<file path="config.mk">
export PLATFORM = sky130hd
export DESIGN_NAME = mlp_oq
export DESIGN_NICKNAME = d
export VERILOG_FILES = /design/src/sv/mlp_pkg.sv /design/src/sv/mlp_oq.sv
export SDC_FILE = /design/constraint.sdc
export NUM_CORES = 1
export LEC_CHECK = 0
export ABC_AREA = 1
export BUFFER_PORTS_ARGS = -buffer_cell sky130_fd_sc_hd__buf_4
export CORE_ASPECT_RATIO = 0.75
export CORE_MARGIN = 5
export CORE_UTILIZATION = 60
export DETAILED_ROUTE_END_ITERATION = 16
export GPL_ROUTABILITY_DRIVEN = 0
export PLACE_DENSITY = 0.88
export SETUP_SLACK_MARGIN = 0.02
export SYNTH_ARGS = -nofsm -noshare
export SYNTH_HDL_FRONTEND = slang
export SYNTH_SLANG_ARGS = --single-unit
</file>
<file path="constraint.sdc">
create_clock -name i_clk -period 3.95 [get_ports i_clk]
set_input_delay 0.395 -clock i_clk [delete_from_list [all_inputs] [get_ports i_clk]]
set_output_delay 0.395 -clock i_clk [all_outputs]
set_load 0.005 [all_outputs]
</file>
<file path="src/sv/mlp_pkg.sv">
`timescale 1ns / 1ps
package mlp_pkg;

    localparam int unsigned ACT_W   = 16;
    localparam int unsigned WGT_W   = 20;
    localparam int unsigned CFG_W   = 5;
    localparam int unsigned HLC_W   = 2;
    localparam int unsigned OIDX_W  = 4;
    localparam int unsigned OVAL_W  = 13;
    localparam int unsigned CNT_W   = 5;
    localparam int unsigned REG_IDX_W = 2;

    typedef enum logic [REG_IDX_W-1:0] {
        REG_INPUT_COUNT  = 2'd0,
        REG_HIDDEN_WIDTH = 2'd1,
        REG_OUTPUT_COUNT = 2'd2,
        REG_HIDDEN_LAYERS = 2'd3
    } t_reg_idx;

    typedef enum logic {
        OP_WEIGHT = 1'b0,
        OP_INPUT  = 1'b1
    } t_op;

    typedef enum logic [1:0] {
        S_IDLE,
        S_WAITQ,
        S_RUN,
        S_DRAIN
    } t_state;

    // controller to datapath
    typedef struct packed {
        logic load_weight;
        logic load_input;
        logic issue;
        logic first;
        logic last;
        logic bias;
        logic out_layer;
        logic out_last;
        logic buf_sel;
    } t_cmd;

    // datapath and queue back to controller
    typedef struct packed {
        logic pipe_busy;
        logic q_empty;
    } t_sts;

    // tag that travels with each product through the pipeline
    typedef struct packed {
        logic valid;
        logic first;
        logic last;
        logic bias;
        logic out_layer;
        logic out_last;
        logic dst_buf;
    } t_tag;

    typedef struct packed {
        logic [OIDX_W-1:0] idx;
        logic [OVAL_W-1:0] val;
        logic              last;
    } t_res;

endpackage

</file>
<file path="src/sv/mlp_oq.sv">
`timescale 1ns / 1ps
module mlp_oq
    import mlp_pkg::*;
#(
    parameter int DEPTH = 16
) (
    input  logic i_clk,
    input  logic i_rst_n,
    input  logic i_push,
    input  t_res i_res,
    output logic o_full,
    output logic o_empty,
    output logic o_valid,
    input  logic i_stall,
    output t_res o_res
);

    localparam int PTW = $clog2(DEPTH);
    localparam int QCW = $clog2(DEPTH + 1);

    t_res           r_mem [DEPTH];
    logic [PTW-1:0] r_wr, r_rd;
    logic [QCW-1:0] r_cnt;
    logic           r_valid;
    t_res           r_out;
    logic           w_pop;

    assign w_pop = (r_cnt != '0) && (!r_valid || !i_stall);

    always_ff @(posedge i_clk) begin
        if (i_push) begin
            r_mem[r_wr] <= i_res;
        end
        if (w_pop) begin
            r_out <= r_mem[r_rd];
        end
    end

    always_ff @(posedge i_clk) begin
        if (!i_rst_n) begin
            r_wr    <= '0;
            r_rd    <= '0;
            r_cnt   <= '0;
            r_valid <= 1'b0;
        end else begin
            if (i_push) begin
                r_wr <= (int'(r_wr) == DEPTH - 1) ? '0 : r_wr + PTW'(1);
            end
            if (w_pop) begin
                r_rd <= (int'(r_rd) == DEPTH - 1) ? '0 : r_rd + PTW'(1);
            end
            r_cnt <= r_cnt + QCW'(i_push) - QCW'(w_pop);
            if (w_pop) begin
                r_valid <= 1'b1;
            end else if (!i_stall) begin
                r_valid <= 1'b0;
            end
        end
    end

    assign o_full  = (int'(r_cnt) == DEPTH);
    assign o_empty = (r_cnt == '0) && !r_valid;
    assign o_valid = r_valid;
    assign o_res   = r_out;

endmodule

</file>
* After elaboration in Yosys (flattened, before gate mapping)
Memories as Yosys holds them, arrays and structs flattened. A register that Yosys moved wholly into a read port is not among the register bits.
Index checks and enable logic that the tools add are counted.
** Word-level totals
- Input port bits :: 22
- Output and inout port bits :: 21
- Memory bits (writable) :: 288
- Flip-flop bits (word level) :: 14
- Logic and storage cells :: 26
- Memories :: 1
** Memories
- r_mem :: words 16, width 18, rd ports 1, clocked after memory_dff 1, write ports 1, RTL line mlp_oq.sv:21 : t_res r_mem [DEPTH];
** Cells by class
- $add $sub $neg :: 4
- Multiplexer cells :: 6
- Eq/ne operators :: 4
- Reduce and logical (&&, ||, !) cells :: 7
** Operators with widths (number)
- 4-bit by 1-bit adder with 4-bit output (second input constant) :: 2
- 4-bit by 1-bit equality test with 1-bit output (second input constant) :: 2
- 4-bit 2-to-1 mux :: 2
- 5-bit by 1-bit adder with 5-bit output :: 1
- 5-bit equality test (second input constant) :: 1
- 5-bit logical NOT :: 1
- 5-bit nonzero test :: 1
- 5-bit by 1-bit subtractor with 5-bit output :: 1
- 1-bit 2-to-1 mux :: 4
- 1-bit logical AND :: 2
- 1-bit logical NOT :: 2
- 2-bit by 1-bit != test with 1-bit output (second input constant) :: 1
- 1-bit logical OR :: 1

* Depth between registers and ports, before layout
- Word-level depth :: 4
- Depth in mapped cells :: 17
- Depth with buffers taken out :: 17

* Worst setup path before layout
No wires, ideal clock.
- Kind :: reg-to-reg
- Start point :: register r_cnt[2]
- End point :: register r_cnt[4]
- Data arrival time :: 2542 ps
- Setup time :: 113 ps
- Period minus slack after synthesis :: 2655 ps
- Cell stages (with the launch flop) :: 17
- Data required time :: 3837 ps
- Buffers on the path :: 0
- Setup slack :: 1295 ps
- Cells stage by stage :: dfxtp_1 inv_1 ha_1 nand3_1 nand2_1 inv_1 ha_1 inv_1 ha_1 inv_1 fa_1 inv_1 nand2_1 nand2_1 a21oi_1 nor2_1 nor2_1
** On the way
- Word-level cells in the longest chain between the ends :: 3
- Elaborated cells between the ends (all ways) :: 4
** Ends and longest elaborated chain
- from (decl) :: RTL line mlp_oq.sv:23 : logic [QCW-1:0] r_cnt;
- from (signal assigned) :: RTL line mlp_oq.sv:52 : r_cnt <= r_cnt + QCW'(i_push) - QCW'(w_pop);
- 5-bit nonzero test :: RTL line mlp_oq.sv:28 : assign w_pop = (r_cnt != '0) && (!r_valid || !i_stall);
- 1-bit logical AND :: RTL line mlp_oq.sv:28
- net w_pop :: RTL line mlp_oq.sv:26 : logic w_pop;
- 5-bit by 1-bit subtractor with 5-bit output :: RTL line mlp_oq.sv:52
The timed path passes the listed nets, and every way through them passes these cells.
A chain may end at the register's enable or synchronous reset.

* Worst setup path after layout
- Start point :: register r_cnt[3]
- End point :: register r_cnt[4]
Same word-level chain as after synthesis.

==> summary.md <==
| Metric | Value |
|---|---|
| Outcome | finished, final reports clean |
| Core outline area | 22800 sq um |
| Least-Margin Pin Slew | 1.12 ns |
| Switching share of power | 32.3% |
| Ratio of cells with drive above 1 in the final layout | 8.74% |
| Worst clock skew | 0.00836 ns |
| Setup bufs post-CTS | 0 |
| Count of flip-flops with a built-in enable after synthesis | 306 |
| Cell taking the most area after synthesis | sky130_fd_sc_hd__edfxtp_1 |
| Warnings from Yosys | 0 |
| DRT Wirelength | 32700 um |
| Buffers from clock root to sink, at most | 3 |
| Effective utilization at floorplan | 60.4% |
| RSZ-0062 raised after global routing | no |
| Share of power burned in combinational logic | 26.7% |
| Time the final worst path needs with I/O delays and setup | 2.88 ns |
| Top cells by area in the synthesized netlist | sky130_fd_sc_hd__edfxtp_1, sky130_fd_sc_hd__nand2_1, sky130_fd_sc_hd__inv_1, sky130_fd_sc_hd__nand3_1, sky130_fd_sc_hd__dfxtp_1 |
| Total grt overflow | 0 |
| Path class of the lowest-slack min-delay path | in -> reg |
| Synth Net Count | 1380 |
| Hold-fix buffers, CTS | 0 |
| Family with the most delay on the worst path | adder cells |
| Dpl hpwl | 18100 um |
| Dominant register cell in the synthesized netlist | sky130_fd_sc_hd__edfxtp_1 |
| Final instance count without filler cells | 1707 |
| Slowest stage cell on the critical path | sky130_fd_sc_hd__fa_1 |
| Relative contribution of the clock network to total power | 28.3% |
| Resized Gates After CTS | 0 |
| Setup-violating endpoint count in the final report | 0 |
| Pins over their slew limit | 0 |
| Required time worst endpoint | 4.43 ns |
| Placed instance area | 14400 sq um |
| Critical path endpoint category | register |
| Delay contributed by the slowest stage of the critical path | 0.41 ns |
| FFs w/ async S/R, synth | 0% |
| Violation count after the first detailed-route iteration | 1251 |
| Source-to-sink clock delay at the later pin of the worst-skew pair | 0.54 ns |
| Detailed-route via count | 9481 |
| Clock root cell | sky130_fd_sc_hd__clkbuf_16 |
| Cell breakdown of the critical path | inv_1 > ha_1 > nand3_1 > nand2_1 > inv_1 > buf_4 > ha_1 > inv_1 > ha_1 > inv_1 > fa_1 > inv_1 > nand2_1 > nand2_1 > a21oi_1 > nand2_1 > nand2_1 > nor2_1 |
| First-pass iteration count of the detailed router | 6 |
| Number of clock sinks | 320 |
| Maximum operating frequency | 347 MHz |
| Die height | 141 um |
| Deepest level of the CTS H-tree | 1 |
| Areal power density over the cells | 594 nW/um^2 |
| Critical path class | reg -> reg |
| Cell internal power dissipation | 6110 uW |
| Cell area after layout | 15200 sq um |
| VDD IR-drop max | 0.000474 V |
| Total power draw | 9030 uW |
| Top Ports | 43 |
| Reg power frac | 45.0% |
| Number of buffers created by CTS | 29 |
| Final cycle utilization of the critical path | 73.0% |
| Wire length of the first global-routing pass | 51300 um |
| Buffer and inverter count on the worst path | 6 |
| Maximum Capacitance Violations | 0 |
| Synthesized netlist cell count | 1346 |
| Area Growth Syn to Fin | 10.6% |
| Floorplan die width | 185 um |
| Leakage power total | 0.00665 uW |
| Diodes inserted | 0 |
| Number of global-route vias before repair | 9786 |
| Average detailed-routed wire length per instance | 19.2 um |
| Placed cells | 1657 |
| Input/output buffers | 42 |
| Final #Nets | 1422 |
| Routed via count divided by cell count | 5.55 |
| Largest driver fanout on the critical path | 20 |
| CTS tree | done |
| Net switching power | 2920 uW |
| Maximum number of pins on one net before global-route repair | 80 |
| Area of the die | 26100 sq um |
| Overall routing resource usage | 25.4% |
| Fillcell total | 1520 |
| Total of flip-flops plus latches after synthesis | 320 |
| Site Rows | 48 |
| Headroom to the max-slew limit | 25.0% |
| Post-synth design cell area | 13800 sq um |
| Arrival time of the worst setup path | 3.36 ns |
| Area share of the largest cell type after synthesis | 66.8% |
| Summed negative setup slack over all endpoints | 0 ns |
| Number of hold-slack violations in the final timing report | 0 |
| Unique cell type count in the Yosys netlist | 21 |
| Syn Area/Cell | 10.2 sq um |
| Clock edge transition at the registers on the reported setup and hold paths | 0.06 ns |
| Remaining number of nets flagged by the antenna check after routing | 0 |
| Residual DRC | 0 |
| Post-synthesis sequential area ratio | 68.8% |
| Critical Path Start Type | register |
| Number of antenna violations at the first check in global routing | 0 |
-- registers in the layout (all words and copies together), names as in the netlist --
register  count
r_wr          4
o_res        18
r_cnt         5
r_rd          4
o_valid       1
r_mem       288
-- per-stage QoR --
step | utilization (%) | worst slack (ns) | hold WS [ns]
2_1_floorplan | - | 1.29 | 0.455
5_1_grt | 66.9 | 0.807 | 0.160
4_1_cts | 66.9 | 1.08 | 0.138
6_report | 66.9 | 1.07 | 0.152
3_3_place_gp | 63.2 | 1.29 | 0.481
3_5_place_dp | 63.2 | 1.11 | 0.500
-- worst paths after layout --
path	from	slack, ns	end	depth (start not counted)
max	r_cnt[3]	1.07	r_cnt[4]	18
min	i_rst_n	0.15	o_valid	3
max reg2reg	r_cnt[3]	1.07	r_cnt[4]	18
min reg2reg	r_wr[2]	0.52	r_wr[2]	1
-- placed cells by master (no fill, tap or decap), types with 2 or more instances in the layout --
master,n
sky130_fd_sc_hd__inv_2,2
sky130_fd_sc_hd__clkinv_1,11
sky130_fd_sc_hd__buf_4,66
sky130_fd_sc_hd__nor2_1,12
sky130_fd_sc_hd__o21ai_0,6
sky130_fd_sc_hd__clkbuf_16,29
sky130_fd_sc_hd__clkinv_2,5
sky130_fd_sc_hd__ha_1,11
sky130_fd_sc_hd__clkbuf_1,5
sky130_fd_sc_hd__dfxtp_1,12
sky130_fd_sc_hd__nor2_2,16
sky130_fd_sc_hd__nand2_1,534
sky130_fd_sc_hd__a21oi_1,10
sky130_fd_sc_hd__xor2_1,2
sky130_fd_sc_hd__inv_1,223
sky130_fd_sc_hd__edfxtp_1,306
sky130_fd_sc_hd__nand3_1,149
-- cells by family (layout without fill, tap and decap cells) --
family,count (synthesis),in the layout,synth area share [%]
AO/OA/AOI/OAI,17,17,0.637
XOR/XNOR,2,2,0.127
adder cells (fa/ha/maj),12,12,1.15
buffers and inverters,283,344,8.45
flip-flops,320,320,68.8
AND/OR/NAND/NOR,712,712,20.8
-- power groups by stage --
stage	Clock, uW	Sequential, uW	Combinational (uW)
3_5_place_dp	0	4130	2330
3_3_place_gp	0	4130	2210
4_1_cts	2570	4060	2380
5_1_grt	2730	4070	2690
6_report	2560	4060	2410
2_1_floorplan	0	4100	1640
-- worst reg2reg max path, delay by kind of cell, from the launching register on --
kind,cells,cell delay (ns)
adders and majority gates,4,1.09
DFF,1,0.35
and+or+nand+nor,7,0.62
AOI/OAI and AO/OA,1,0.07
buffers and inverters,6,0.70
-- synth_stat cells, types with 2 or more instances --
cell type / n
sky130_fd_sc_hd__buf_1: 2
sky130_fd_sc_hd__a21oi_1: 10
sky130_fd_sc_hd__nor2_1: 27
sky130_fd_sc_hd__nand3_1: 149
sky130_fd_sc_hd__dfxtp_1: 14
sky130_fd_sc_hd__inv_1: 223
sky130_fd_sc_hd__ha_1: 11
sky130_fd_sc_hd__clkbuf_1: 7
sky130_fd_sc_hd__buf_2: 32
sky130_fd_sc_hd__inv_2: 3
sky130_fd_sc_hd__nand2_1: 534
sky130_fd_sc_hd__buf_4: 14
sky130_fd_sc_hd__o21ai_0: 6
sky130_fd_sc_hd__xor2_1: 2
sky130_fd_sc_hd__edfxtp_1: 306
-- cell type report --
class / count / area (sq um) / area share (%)
Timing Repair Buffer: 67 / 515 / 3.39
Tap cell: 300 / 375 / 2.47
Clock buffer: 34 / 744 / 4.89
Inverter: 227 / 855 / 5.61
Sequential cell: 320 / 9470 / 62.2
Multi-Input combinational cell: 743 / 3160 / 20.8
Clock inverter: 16 / 92.6 / 0.608
-- per-layer routing --
| layer | part of all wire (%) | GRT usage, % |
|---|---|---|
| met1 | 38 | 33.4 |
| met2 | 49 | 42.7 |
| met3 | 10 | 4.87 |
| met4 | 2.6 | 8.84 |
| met5 | 0 | 0 |
Power figures use the tool's default switching activity.
