===== src/sv/mlp_pkg.sv =====
`timescale 1ns / 1ps
package mlp_pkg;

    localparam int unsigned ACT_W   = 16;
    localparam int unsigned WGT_W   = 20;
    localparam int unsigned CFG_W   = 5;
    localparam int unsigned HLC_W   = 2;
    localparam int unsigned OIDX_W  = 4;
    localparam int unsigned OVAL_W  = 13;
    localparam int unsigned CNT_W   = 5;
    localparam int unsigned REG_IDX_W = 2;

    typedef enum logic [REG_IDX_W-1:0] {
        REG_INPUT_COUNT  = 2'd0,
        REG_HIDDEN_WIDTH = 2'd1,
        REG_OUTPUT_COUNT = 2'd2,
        REG_HIDDEN_LAYERS = 2'd3
    } t_reg_idx;

    typedef enum logic {
        OP_WEIGHT = 1'b0,
        OP_INPUT  = 1'b1
    } t_op;

    typedef enum logic [1:0] {
        S_IDLE,
        S_WAITQ,
        S_RUN,
        S_DRAIN
    } t_state;

    // controller to datapath
    typedef struct packed {
        logic load_weight;
        logic load_input;
        logic issue;
        logic first;
        logic last;
        logic bias;
        logic out_layer;
        logic out_last;
        logic buf_sel;
    } t_cmd;

    // datapath and queue back to controller
    typedef struct packed {
        logic pipe_busy;
        logic q_empty;
    } t_sts;

    // tag that travels with each product through the pipeline
    typedef struct packed {
        logic valid;
        logic first;
        logic last;
        logic bias;
        logic out_layer;
        logic out_last;
        logic dst_buf;
    } t_tag;

    typedef struct packed {
        logic [OIDX_W-1:0] idx;
        logic [OVAL_W-1:0] val;
        logic              last;
    } t_res;

endpackage


===== src/sv/mlp_ctrl.sv =====
`timescale 1ns / 1ps
module mlp_ctrl
    import mlp_pkg::*;
#(
    parameter int MAX_WIDTH         = 16,
    parameter int MAX_WEIGHT_LAYERS = 4
) (
    input  logic                 i_clk,
    input  logic                 i_rst_n,
    input  logic                 i_valid,
    output logic                 o_stall,
    input  logic                 i_operation,
    input  logic [CFG_W-1:0]     i_input_count,
    input  logic [CFG_W-1:0]     i_hidden_width,
    input  logic [CFG_W-1:0]     i_output_count,
    input  logic [HLC_W-1:0]     i_hidden_layers,
    input  t_sts                 i_sts,
    output t_cmd                 o_cmd,
    output logic [$clog2(MAX_WEIGHT_LAYERS > 1 ? MAX_WEIGHT_LAYERS : 2)-1:0] o_layer,
    output logic [$clog2(MAX_WIDTH)-1:0]   o_row,
    output logic [$clog2(MAX_WIDTH+1)-1:0] o_col,
    output logic [CNT_W-1:0]     o_in_pos
);

    localparam int LW = $clog2(MAX_WEIGHT_LAYERS > 1 ? MAX_WEIGHT_LAYERS : 2);
    localparam int RW = $clog2(MAX_WIDTH);
    localparam int CW = $clog2(MAX_WIDTH+1);

    t_state r_state, n_state;
    logic [CNT_W-1:0] r_count, n_count;
    logic [LW-1:0]    r_layer, n_layer;
    logic [RW-1:0]    r_row, n_row;
    logic [CW-1:0]    r_col, n_col;
    logic             r_cur, n_cur;
    logic [CW-1:0]    r_src, n_src;
    logic [CW-1:0]    r_dst, n_dst;

    logic [CW-1:0]    w_n_in, w_n_hid, w_n_out;
    logic [LW-1:0]    w_layers;
    logic [CNT_W-1:0] w_cnt_inc;
    logic             w_accept;

    function automatic logic [CW-1:0] f_clamp(input logic [CFG_W-1:0] v);
        logic [CW-1:0] r;
        if (v == '0) begin
            r = CW'(1);
        end else if (int'(v) > MAX_WIDTH) begin
            r = CW'(MAX_WIDTH);
        end else begin
            r = CW'(v);
        end
        return r;
    endfunction

    assign w_n_in  = f_clamp(i_input_count);
    assign w_n_hid = f_clamp(i_hidden_width);
    assign w_n_out = f_clamp(i_output_count);
    assign w_layers = (int'(i_hidden_layers) > MAX_WEIGHT_LAYERS - 1)
                    ? LW'(MAX_WEIGHT_LAYERS - 1) : LW'(i_hidden_layers);
    assign w_cnt_inc = r_count + CNT_W'(1);
    assign w_accept  = i_valid && !o_stall;

    always_ff @(posedge i_clk) begin
        if (!i_rst_n) begin
            r_state <= S_IDLE;
            r_count <= '0;
            r_layer <= '0;
            r_row   <= '0;
            r_col   <= '0;
            r_cur   <= 1'b0;
            r_src   <= '0;
            r_dst   <= '0;
        end else begin
            r_state <= n_state;
            r_count <= n_count;
            r_layer <= n_layer;
            r_row   <= n_row;
            r_col   <= n_col;
            r_cur   <= n_cur;
            r_src   <= n_src;
            r_dst   <= n_dst;
        end
    end

    always_comb begin
        n_state = r_state;
        n_count = r_count;
        n_layer = r_layer;
        n_row   = r_row;
        n_col   = r_col;
        n_cur   = r_cur;
        n_src   = r_src;
        n_dst   = r_dst;
        o_stall = (r_state != S_IDLE);
        o_cmd   = '0;
        o_cmd.buf_sel   = r_cur;
        o_cmd.first     = (r_col == '0);
        o_cmd.last      = (r_col == r_src);
        o_cmd.bias      = (r_col == r_src);
        o_cmd.out_layer = (r_layer == w_layers);
        o_cmd.out_last  = (r_row == RW'(r_dst - CW'(1)));
        unique case (r_state)
            S_IDLE: begin
                if (w_accept && i_operation == OP_WEIGHT) begin
                    o_cmd.load_weight = 1'b1;
                end
                if (w_accept && i_operation == OP_INPUT) begin
                    o_cmd.load_input = 1'b1;
                    if (int'(w_cnt_inc) < int'(w_n_in)) begin
                        n_count = w_cnt_inc;
                    end else begin
                        n_count = '0;
                        n_layer = '0;
                        n_row   = '0;
                        n_col   = '0;
                        n_cur   = 1'b0;
                        n_src   = w_n_in;
                        n_dst   = (w_layers == '0) ? w_n_out : w_n_hid;
                        n_state = S_WAITQ;
                    end
                end
            end
            S_WAITQ: begin
                // hold until the previous results have all left
                if (i_sts.q_empty) begin
                    n_state = S_RUN;
                end
            end
            S_RUN: begin
                o_cmd.issue = 1'b1;
                if (r_col == r_src) begin
                    n_col = '0;
                    if (r_row == RW'(r_dst - CW'(1))) begin
                        n_row   = '0;
                        n_state = S_DRAIN;
                    end else begin
                        n_row = r_row + RW'(1);
                    end
                end else begin
                    n_col = r_col + CW'(1);
                end
            end
            S_DRAIN: begin
                // next layer reads what this one writes: let the pipeline empty
                if (!i_sts.pipe_busy) begin
                    if (r_layer == w_layers) begin
                        n_state = S_IDLE;
                    end else begin
                        n_layer = r_layer + LW'(1);
                        n_cur   = ~r_cur;
                        n_src   = r_dst;
                        n_dst   = (r_layer + LW'(1) == w_layers) ? w_n_out : w_n_hid;
                        n_state = S_RUN;
                    end
                end
            end
            default: begin
                n_state = S_IDLE;
            end
        endcase
    end

    assign o_layer  = r_layer;
    assign o_row    = r_row;
    assign o_col    = r_col;
    assign o_in_pos = r_count;

endmodule


===== config.mk =====
export PLATFORM = sky130hd
export DESIGN_NAME = mlp_ctrl
export DESIGN_NICKNAME = d
export VERILOG_FILES = /design/src/sv/mlp_pkg.sv /design/src/sv/mlp_ctrl.sv
export SDC_FILE = /design/constraint.sdc
export NUM_CORES = 1
export LEC_CHECK = 0
export BUFFER_PORTS_ARGS = -buffer_cell sky130_fd_sc_hd__buf_2
export CAP_MARGIN = 15
export CORE_MARGIN = 2
export CORE_UTILIZATION = 25
export CTS_CLUSTER_SIZE = 10
export DETAILED_ROUTE_END_ITERATION = 6
export PLACE_DENSITY = 0.46
export SLEW_MARGIN = 20
export SYNTH_ARGS = -nofsm -noshare
export SYNTH_HDL_FRONTEND = slang
export SYNTH_SLANG_ARGS = --single-unit

===== constraint.sdc =====
create_clock -name i_clk -period 3.5 [get_ports i_clk]
set_clock_uncertainty 0.15 [all_clocks]
set_input_delay 0.525 -clock i_clk [delete_from_list [all_inputs] [get_ports i_clk]]
set_output_delay 0.525 -clock i_clk [all_outputs]
set_load 0.005 [all_outputs]

Word-level counts from Yosys, hierarchy flattened --
Index checks and enable logic that the tools add are counted.
Cells by class: multiplexer cells 50, equal/unequal tests 14, $mul 0, add/sub/neg operators 5, bitwise operators 2, divide/modulo/power cells 0, shift-type cells 0, reductions and logical operators 18, $lt $le $gt $ge 4
Operators by type and width (count):
- 5-bit 2-to-1 mux | 20
- 5-bit case mux with 2 select lines | 3
- 2-bit 2-to-1 mux | 12
- 5-bit zero test | 4
- 4-bit 2-to-1 mux | 4
- 5-bit > comparator (second input constant) | 3
- 2-bit inequality test (second input constant) | 7
- 5-bit by 1-bit adder with 5-bit output (second input constant) | 2
- 2-bit case mux with 4 select lines | 1
- 4-bit case mux with 2 select lines | 1
- 1-bit 2-to-1 mux | 7
- 6-bit AND reduction | 1
- 2-bit nonzero test | 3
- 5-bit equality test | 1
- 5-bit less-than comparator | 1
- 5-bit AND reduction | 1
- 4-bit by 1-bit adder with 4-bit output (second input constant) | 1
- 2-bit equality test | 2
- 2-bit equality test (second input constant) | 2
- 4-bit equality test | 1
- 2-bit zero test | 2
- 2-bit case mux with 2 select lines | 1
- 4-bit AND reduction | 1
- 4-bit by 1-bit subtractor with 4-bit output (second input constant) | 1
- other kinds (8) | 11
Storage, ports and cells: logic and storage cells 101, output and inout port bits 26, bits in registers 29, memories 0, bits in latches 0, memory bits (writable) 0, memory bits (read-only) 0, bits of input ports 23

Logic depth before layout (Yosys ltp) --
Gate-level depths: netlist of run 1.
depth in word-level cells 7, gate-level depth with buffers 10, gate-level depth less buffers 9

Least setup slack after synthesis of run 1 --
OpenSTA, ideal clock, no wires.
path type register to register, from register r_count[0] (netlist: o_in_pos[0]), to register r_dst[1], library setup time 0.126 ns, data required time 3.224 ns, cell stages (with the launch flop) 10, data arrival time 2.159 ns, buffers on the path 1, clock period less this slack 2.435 ns, path slack 1.065 ns, path through dfxtp_1 -> ha_1 -> xor2_1 -> ha_1 -> a211oi_1 -> nor2_1 -> o31a_2 -> buf_4 -> o31ai_1 -> a31oi_1
On the way: word-level cells in the longest chain between the ends 4
RTL lines:
- from (decl) | RTL line mlp_ctrl.sv:30 | logic [CNT_W-1:0] r_count, n_count;
- from (signal assigned) | RTL line mlp_ctrl.sv:75 | r_count <= n_count;
- 5-bit by 1-bit adder with 5-bit output | RTL line mlp_ctrl.sv:60 | assign w_cnt_inc = r_count + CNT_W'(1);
- 5-bit less-than comparator | RTL line mlp_ctrl.sv:109 | if (int'(w_cnt_inc) < int'(w_n_in)) begin
- 2-bit inequality test (no line)
- 5-bit AND reduction (no line)
- to (signal assigned) | RTL line mlp_ctrl.sv:81 | r_dst <= n_dst;
- to (decl) | RTL line mlp_ctrl.sv:36 | logic [CW-1:0] r_dst, n_dst;
Every way passes these cells. A chain may end at the register's enable or synchronous reset.

Worst setup path after layout of run 1 --
from register r_count[0] (netlist: o_in_pos[0]), to register r_layer[1] (netlist: o_layer[1])
On the way: word-level cells in the longest chain between the ends 4
RTL lines:
- 5-bit by 1-bit adder with 5-bit output | RTL line mlp_ctrl.sv:60
- 5-bit less-than comparator | RTL line mlp_ctrl.sv:109
- 2-bit inequality test (no line)
- 5-bit AND reduction (no line)
- to (signal assigned) | RTL line mlp_ctrl.sv:76 | r_layer <= n_layer;
- to (decl) | RTL line mlp_ctrl.sv:31 | logic [LW-1:0] r_layer, n_layer;
Every way passes these cells.

==> results.cfg, run 1 <==
[routing]
dr.max_layer_used = met4
firstDrtPassIters = 4
drt_wl_total_mm = 4.861
vias = 1756
detail-route-antenna-nets = 0
wl_per_cell_um = 13.14
met2_wirelength_mm = 2.179
dr_wl_met3_um = 242
route.detailed.drc = 0
met1_length_mm = 2.409
drt-initial-drc-count = 48
vias_per_cell = 4.746

[logic_synthesis]
post-synth-top-count-cell = dfxtp_1
ys_seq_area_share_pct = 30.25
synthArstFlopShare_pct = 0
synthesis.area_per_instance_um2 = 8.418
synth.distinct_cells = 56
synth_area_um2 = 1919
synth_edf_count = 0
synth_top_area_cell = dfxtp_1
synth_top_cell_area_share_pct = 30.25
synth_area_leaders = dfxtp_1 30%, xnor2_1 6.4%, ha_1 5.9%, nand2_1 3.9%, nor2_1 3.9%
synthCells = 228
synthFlopType = dfxtp_1
synth_fp_nets = 260
ys_ff_latch = 29
synthTopCellsByCount = 29 x dfxtp_1, 20 x nand2_1, 20 x nor2_1, 14 x nor3_1, 14 x xnor2_1
yosys_warnings = 0

[global_route]
gr-total-overflow = 0
grt_pass1_wl_mm = 8.204
grt_max_degree = 19
track_usage_pct = 11.92
grt_pass1_vias = 1751
antenna_found_initial = 0

[clock_tree]
h-tree-depth = 2
clkTransAtPathRegs_ns = 0.06
cts_buffers = 5
cts_root_buffer = clkbuf_8
hold_buffers = 0
cts_setup_buffers = 0
worstSkewPairLatency_ns = 0.28
clkSinkCount = 29
ctsResizeCount = 0
cts_tree = yes
clk_path_buf_depth = 2

[critical_path]
max_stage_delay_ns = 0.44
crit_chain = ha_1 > nand3_1 > xnor2_1 > ha_1 > nand4_1 > a311oi_2 > o31a_2 > nor2_1 > o41ai_1
path_max_fanout = 14
arrival_ns = 2.76
cp_common_cell = ha_1
critPathLaunchType = flop
required_ns = 3.53
end_kind = flop
worstSetupPathType = flop to flop
critPathSlowestCell = dfxtp_1

[timing]
setup_tns_ns = 0
fin_crit_ns = 2.727
rsz0062_at_grt = no
max_freq_ghz = 0.3667
slew_viol_final = 0
finalHoldViolCount = 0
slew_headroom_pct = 48.62
worstMarginPinSlew_ns = 0.7678
setup_viol = 0
period_share_pct = 77.91

[pwr]
p_clk_share_pct = 39.8
peakVddDrop_uv = 142.8
power.internal_mw = 0.5691
p_sw_share_pct = 26.86
p_switching_mw = 0.2090
power_density_nw_per_um2 = 336.9
p_comb_share_pct = 15.3
power.static_leakage_nw = 0.9695
power_frac_seq_pct = 44.9

[die]
die_y_um = 91.62
die_area_um2 = 8394
ioPinCount = 49
core_area_um2 = 7331
fp-row-count = 31
start_util_pct = 26.18
die_width_um = 91.62

[finish]
fin_nets = 302
fin_cells = 370
area_delta_synth_final_pct = 20.34
drive_gt1_share_pct = 25.09
diodes = 0

[placed_design]
place_inst = 362
dp_hpwl_mm = 3.780
routabilityCongestion = 0.7500
io_buffers = 48

[min_path]
hp-class = flop to flop

[outcome]
outcome = complete, no violations

[flow_run]
cap_violations = 0
==> worst paths after layout <==
path	start	end	slack, ns	cells past startpoint
hold reg to reg	r_cur$_SDFFE_PN0P_	r_cur$_SDFFE_PN0P_	0.33	2
setup reg to reg	o_in_pos[0]$_SDFFE_PN0P_	o_layer[1]$_SDFFE_PN0P_	0.77	9
hold / removal	r_cur$_SDFFE_PN0P_	r_cur$_SDFFE_PN0P_	0.33	2
setup / recovery	o_in_pos[0]$_SDFFE_PN0P_	o_layer[1]$_SDFFE_PN0P_	0.77	9
==> power groups by stage <==
stage | Combinational [mW] | Sequential (mW) | Clock (mW)
after detailed placement | 0.120 | 0.357 | 0
after global placement | 0.120 | 0.357 | 0
after floorplan | 0.0846 | 0.354 | 0
after CTS | 0.121 | 0.349 | 0.322
after global routing | 0.135 | 0.350 | 0.334
final | 0.119 | 0.349 | 0.310
==> critical path: cells and delay by family, from the launching register on <==
kind                       cells  cell delay, ns
AOI/OAI and AO/OA              3            1.01
adders and majority gates      2            0.57
DFF                            1            0.44
and+or+nand+nor                3            0.31
xor gates and xnor gates       1            0.15
==> per-stage QoR <==
stage          setup WS (ns)  cell area, um^2  hold slack, ns  total power [mW]  utilization [%]
6_report              0.7733             2310          0.3286            0.7781            31.51
5_1_grt               0.5442             2310          0.3493            0.8193            31.51
4_1_cts               0.7572             2310          0.3398            0.7919            31.51
3_5_place_dp          0.7291             2208          0.3273            0.4767            30.12
3_3_place_gp          0.7752             2208          0.3190            0.4766            30.12
2_1_floorplan          1.065             1919          0.2874            0.4383                -
==> final cells by class <==
type | instances | area [um^2]
tap | 99 | 123.9
fill | 784 | 5021
clock buffer | 7 | 96.34
timing repair buffer | 48 | 240.2
inverter | 13 | 48.80
sequential | 29 | 580.6
clock inverter | 1 | 5.005
multi-input combinational | 173 | 1215
==> per-layer routing <==
layer	vias up	global-route usage (%)
met3	2	3.122
met2	47	19.61
li1	904	-
met1	803	15.50
met5	-	0
met4	0	3.030
==> kinds of logic after synthesis <==
| logic type | synth area share (%) |
|---|---|
| AOI/OAI and AO/OA | 19.23 |
| muxes | 2.086 |
| and+or+nand+nor | 25.69 |
| buffers and inverters | 6.454 |
| xor gates and xnor gates | 10.43 |
| adders and majority gates | 5.867 |
| DFF | 30.25 |
==> state kept, by name, summed over array words and instances, names as in the netlist <==
name,cells
o_col,5
o_in_pos,5
o_layer,2
o_row,4
r_cur,1
r_dst,5
r_src,5
r_state,2
==> layout by cell type, fill, tap and decap left out, types with 5 or more instances in the layout <==
master / synthesis / layout
xor2_1: 7 / 7
xnor2_1: 14 / 14
o31ai_1: 5 / 5
o21ai_0: 5 / 5
clkbuf_8: 0 / 7
ha_1: 9 / 9
dfxtp_1: 29 / 29
nor2_1: 20 / 20
buf_2: 3 / 48
nor3_1: 14 / 14
nand2_1: 20 / 20
inv_1: 13 / 13
a21oi_1: 6 / 6
nand3_1: 9 / 9
No activity file was read; power rests on OpenSTA's default activity.
==> run 2: changes to the inputs <==
--- a/config.mk
+++ b/config.mk
@@ -11,7 +11,7 @@
 export CORE_UTILIZATION = 25
 export CTS_CLUSTER_SIZE = 10
 export DETAILED_ROUTE_END_ITERATION = 6
-export PLACE_DENSITY = 0.46
+export PLACE_DENSITY = 0.47
 export SLEW_MARGIN = 20
 export SYNTH_ARGS = -nofsm -noshare
 export SYNTH_HDL_FRONTEND = slang
==> constraint.sdc (replaced) <==
create_clock -name i_clk -period 2.4 [get_ports i_clk]
set_clock_uncertainty 0.15 [all_clocks]
set_input_delay 0.36 -clock i_clk [delete_from_list [all_inputs] [get_ports i_clk]]
set_output_delay 0.36 -clock i_clk [all_outputs]
set_load 0.005 [all_outputs]
==> run 2 against run 1 <==
Effect of this change:
- the run now ends with negative setup slack left
- die area unchanged
- power increased by 66%
- setup slack got worse by 0.90 ns
- hold slack got worse by 0.12 ns
- fmax increased by 8.1%
- sequential share of layout area decreased by 3.9 points
- sequential power increased by 46%
- register-to-register slack got worse by 0.90 ns
- largest cell class unchanged
- largest power group is now the clock network
- highest routed layer unchanged
==> results.cfg, run 2 (synthesis gave the netlist of run 1 again) <==
[outcome]
outcome = finished with violations
violations = negative setup slack

[global_route]
gr-total-overflow = 0
antenna_found_initial = 0
grt_max_degree = 15
grt_pass1_vias = 1932
track_usage_pct = 13.85
grt_pass1_wl_mm = 9.411

[timing]
slew_viol_final = 0
setup_viol = 14
rsz0062_at_grt = yes
setup_tns_ns = -0.8242
slew_headroom_pct = 67.22
finalHoldViolCount = 0
fin_crit_ns = 2.523
period_share_pct = 105.1
final.setup.worst_slack_ns = -0.1234
worstMarginPinSlew_ns = 0.4917
max_freq_ghz = 0.3963

[die]
fp-row-count = 31
die_width_um = 91.62
ioPinCount = 49
core_area_um2 = 7331
die_y_um = 91.62
start_util_pct = 26.18
die_area_um2 = 8394

[min_path]
holdPathStages = 3
hp-class = primary input to flop

[finish]
drive_gt1_share_pct = 39.60
mostFrequentLayoutCell = buf_2
fin_nets = 329
multi_input_area_um2 = 1415
utilization_pct = 37.53
fillers = 756
most-common-layout-cells = 48 x buf_2, 25 x dfxtp_1, 21 x buf_4
area_delta_synth_final_pct = 43.35
diodes = 0
regArea_um2 = 585.6

[routing]
firstDrtPassIters = 4
wl_per_cell_um = 13.93
drt_wl_total_mm = 5.531
vias = 1922
route.detailed.drc = 0
detail-route-antenna-nets = 0
drt-initial-drc-count = 35
vias_per_cell = 4.841

[pwr]
power_density_nw_per_um2 = 470.6
power.static_leakage_nw = 1.132
peakVddDrop_uv = 163.6

[critical_path]
r2r_slack_ns = -0.12
critPathLaunchType = flop
rr_worst_depth = 10
cp-endpoint = o_col[2]$_SDFFE_PN0P_
path_max_fanout = 5
startpoint = o_in_pos[0]$_SDFFE_PN0P_
arrival_ns = 2.59
end_kind = flop
required_ns = 2.46
r2r_start = o_in_pos[0]$_SDFFE_PN0P_
reg2reg_to = o_col[2]$_SDFFE_PN0P_
worstSetupPathType = flop to flop

[placed_design]
post-place-ws_ns = -0.05419
dp_hpwl_mm = 3.925
io_buffers = 48
routabilityCongestion = 0.7403

[clock_tree]
cts_root_buffer = clkbuf_8
clkTransAtPathRegs_ns = 0.07
clkSinkCount = 29
worstSkewPairLatency_ns = 0.29
cts_buffers = 5
clk_path_buf_depth = 2
h-tree-depth = 2
cts_tree = yes

[flow_run]
cap_violations = 0
==> run 2: cell count changes in the layout (fill, tap and decap cells not counted), moves of 2 or more <==
cell      previous run  this run
a221oi_2             0         2
o21ai_0              5         3
o21ai_2              0         2
buf_4                0        21
buf_6                0         4
nor3_1              14        11
dfxtp_2              0         4
nor3_2               2         5
o31ai_1              5         0
o31ai_4              1         6
a221oi_1             3         1
dfxtp_1             29        25
==> run 2: critical path, cell delays in order (launching register included) <==
cell and delay, ns:
dfxtp_2 0.33, ha_4 0.17, buf_6 0.12, xor2_2 0.13
ha_1 0.32, a211oi_2 0.28, nor2_4 0.10, o31a_4 0.37
buf_6 0.14, o32ai_2 0.20, o2bb2ai_1 0.14
==> run 2: worst min-delay path by stage <==
stage | from | to
2_1_floorplan | r_cur$_SDFFE_PN0P_ | r_cur$_SDFFE_PN0P_
3_3_place_gp | r_cur$_SDFFE_PN0P_ | r_cur$_SDFFE_PN0P_
3_5_place_dp | r_cur$_SDFFE_PN0P_ | r_cur$_SDFFE_PN0P_
4_1_cts | i_rst_n | o_col[4]$_SDFFE_PN0P_
5_1_grt | i_hidden_width[2] | r_dst[2]$_SDFFE_PN0P_
6_report | i_hidden_width[2] | r_dst[2]$_SDFFE_PN0P_
==> run 2: layer usage <==
layer,share of wire [%],track usage [%],vias up
met3,4.3,3.205,4
li1,-,-,955
met2,46,23.10,39
met4,1.0,3.409,0
met5,0,0,-
met1,48,18.04,924
==> run 2: layout make-up <==
class / instances / share of cell area (%)
Multi-Input combinational cell: 174 / 51.43
Inverter: 13 / 1.774
Tap cell: 99 / 4.502
Timing Repair Buffer: 74 / 16.64
Clock inverter: 2 / 1.364
Sequential cell: 29 / 21.28
Clock buffer: 6 / 3.001
==> run 2: repair_timing <==
action                                  in CTS  in global routing
gates cloned                                 1                  0
buffers inserted                             6                  0
pin swaps                                   12                 15
endpoints found under the setup margin      21                 29
resized for setup                           22                 19
hold endpoints to repair                     0                  0
hold buffers                                 0                  0
==> run 2: stage by stage <==
step                      power, mW  hold slack (ns)  std cells  area [um^2]
after CTS                     1.299           0.1993        397         2664
after global placement       0.7167           0.2976        382         2360
after floorplan              0.6396           0.2874        228         1921
after global routing          1.359           0.2038        397         2751
final                         1.295           0.2063        397         2751
after detailed placement     0.7166           0.3184        382         2360
==> run 2: power breakdown <==
| group | total, mW | switching [mW] | internal [mW] |
|---|---|---|---|
| sequential | 0.511 | 0.0162 | 0.494 |
| combinational | 0.240 | 0.125 | 0.115 |
| clock | 0.544 | 0.207 | 0.337 |
| total | 1.29 | 0.348 | 0.947 |
==> run 3: changes to the inputs <==
--- a/config.mk
+++ b/config.mk
@@ -11,7 +11,7 @@
 export CORE_UTILIZATION = 25
 export CTS_CLUSTER_SIZE = 10
 export DETAILED_ROUTE_END_ITERATION = 6
-export PLACE_DENSITY = 0.47
+export PLACE_DENSITY = 0.48
 export SLEW_MARGIN = 20
 export SYNTH_ARGS = -nofsm -noshare
 export SYNTH_HDL_FRONTEND = slang
==> run 3 against run 2 <==
Effect of this change:
- the run still ends with negative setup slack left
- critical path depth stayed put
- final cell count is 0.76% lower
- power is 2.8% lower
- sequential power hardly changed
- fmax is 5.0% higher
- hold slack better by 0.014 ns
- combinational power is 9.6% lower
- clock power is 2% lower
- flip-flop and latch count stayed put
- clock-buffer cell count is 1 higher
- wire length is 8.0% lower
- critical endpoint is now r_src[2]$_SDFFE_PN0P_
==> results.cfg, run 3 (synthesis gave the netlist of run 1 again) <==
[critical_path]
critPathLaunchType = flop
path_max_fanout = 6
required_ns = 2.41
end_kind = flop
arrival_ns = 2.41
worstSetupPathType = flop to flop
rr_worst_depth = 10

[global_route]
gr-total-overflow = 0
antenna_found_initial = 0
grt_pass1_wl_mm = 8.583
grt_max_degree = 19
grt_pass1_vias = 1800
track_usage_pct = 12.59

[routing]
firstDrtPassIters = 4
detail-route-antenna-nets = 0
vias = 1867
wl_per_cell_um = 12.92
dr.max_layer_used = met4
met2_wirelength_mm = 2.293
drt_wl_total_mm = 5.091
vias_per_cell = 4.739
met1_length_mm = 2.531
dr_wl_met3_um = 211
route.detailed.drc = 0
drt-initial-drc-count = 72

[timing]
period_share_pct = 100.2
worstMarginPinSlew_ns = 0.4444
final.setup.worst_slack_ns = -0.004194
hold_ws_ns = 0.2200
slew_headroom_pct = 70.38
slew_viol_final = 0
finalHoldViolCount = 0
fin_crit_ns = 2.404
rsz0062_at_grt = yes
setup_viol = 1
max_freq_ghz = 0.4159
setup_tns_ns = -0.004194

[die]
die_y_um = 91.62
core_area_um2 = 7331
ioPinCount = 49
die_width_um = 91.62
die_area_um2 = 8394
fp-row-count = 31
start_util_pct = 26.18

[finish]
postLayoutCellArea_um2 = 2644
mostFrequentLayoutCell = buf_2
utilization_pct = 36.06
diodes = 0
area_delta_synth_final_pct = 37.74
fin_nets = 326
most-common-layout-cells = 48 x buf_2, 26 x dfxtp_1, 20 x nor2_1, 20 x nand2_1, 19 x buf_4
fin_cells = 394
fillers = 770
drive_gt1_share_pct = 36.27

[outcome]
outcome = finished with violations
violations = negative setup slack

[min_path]
hp-class = primary input to flop
holdPathStages = 3

[placed_design]
routabilityCongestion = 0.7945
io_buffers = 48
dp_hpwl_mm = 3.910
placed_area_um2 = 2345
post-place-ws_ns = -0.1705
place_inst = 380

[clock_tree]
cts_root_buffer = clkbuf_8
cts_buffers = 5
cts_tree = yes
clk_path_buf_depth = 2
clkSinkCount = 29
clkTransAtPathRegs_ns = 0.07
worstSkewPairLatency_ns = 0.28
h-tree-depth = 2

[pwr]
power.static_leakage_nw = 1.115
p_total_mw = 1.258
power_density_nw_per_um2 = 475.9
peakVddDrop_uv = 179.5

[flow_run]
cap_violations = 0
run 3: cell count changes in the layout (fill, tap and decap cells not counted), moves of 2 or more:
cell,before,now
nor3_2,5,2
buf_12,0,2
o31ai_1,0,2
a21oi_2,0,2
dfxtp_2,4,2
buf_4,21,19
a21oi_1,6,4
o31ai_4,6,3
nor3_1,11,14
run 3: final cells by class:
class	count	area (um^2)	area share, %
multi-input cells	173	1311	49.60
flip-flops and latches	29	586.8	22.20
repair buffers	72	456.7	17.27
well taps	99	123.9	4.685
clock buffers	7	86.33	3.265
inverters	13	48.80	1.846
clock inverters	1	30.03	1.136
run 3: routing by layer:
metal | vias up | track usage, %
li1 | 947 | -
met1 | 879 | 17.14
met2 | 37 | 19.85
met3 | 4 | 3.040
met4 | 0 | 3.409
met5 | - | 0
run 3: final timing paths:
path,startpoint,endpoint,slack (ns)
min reg2reg,r_cur$_SDFFE_PN0P_,r_cur$_SDFFE_PN0P_,0.34
max,o_in_pos[0]$_SDFFE_PN0P_,r_src[2]$_SDFFE_PN0P_,-0.004
max reg2reg,o_in_pos[0]$_SDFFE_PN0P_,r_src[2]$_SDFFE_PN0P_,-0.004
min,i_hidden_width[1],r_dst[1]$_SDFFE_PN0P_,0.22
run 3: critical path, stage by stage (launching register included):
cell and delay (ns):
dfxtp_4 0.35, ha_4 0.17, xor2_1 0.14, ha_1 0.32
a211oi_2 0.18, nor2_1 0.08, o31a_2 0.36, buf_12 0.14
buf_4 0.13, nor3_1 0.18, nor3_1 0.07
run 3: timing repair:
| item | 4_1_cts | 5_1_grt |
|---|---|---|
| cloned | 0 | 0 |
| gates resized for setup | 13 | 12 |
| endpoints found under the setup margin | 8 | 25 |
| setup buffers | 4 | 2 |
| hold buffers | 0 | 0 |
| pin swaps | 7 | 13 |
run 3: power by group:
group | internal [mW] | switching (mW) | total, mW
sequential | 0.494 | 0.0161 | 0.510
clock | 0.338 | 0.192 | 0.531
combinational | 0.107 | 0.110 | 0.217
total | 0.940 | 0.318 | 1.26
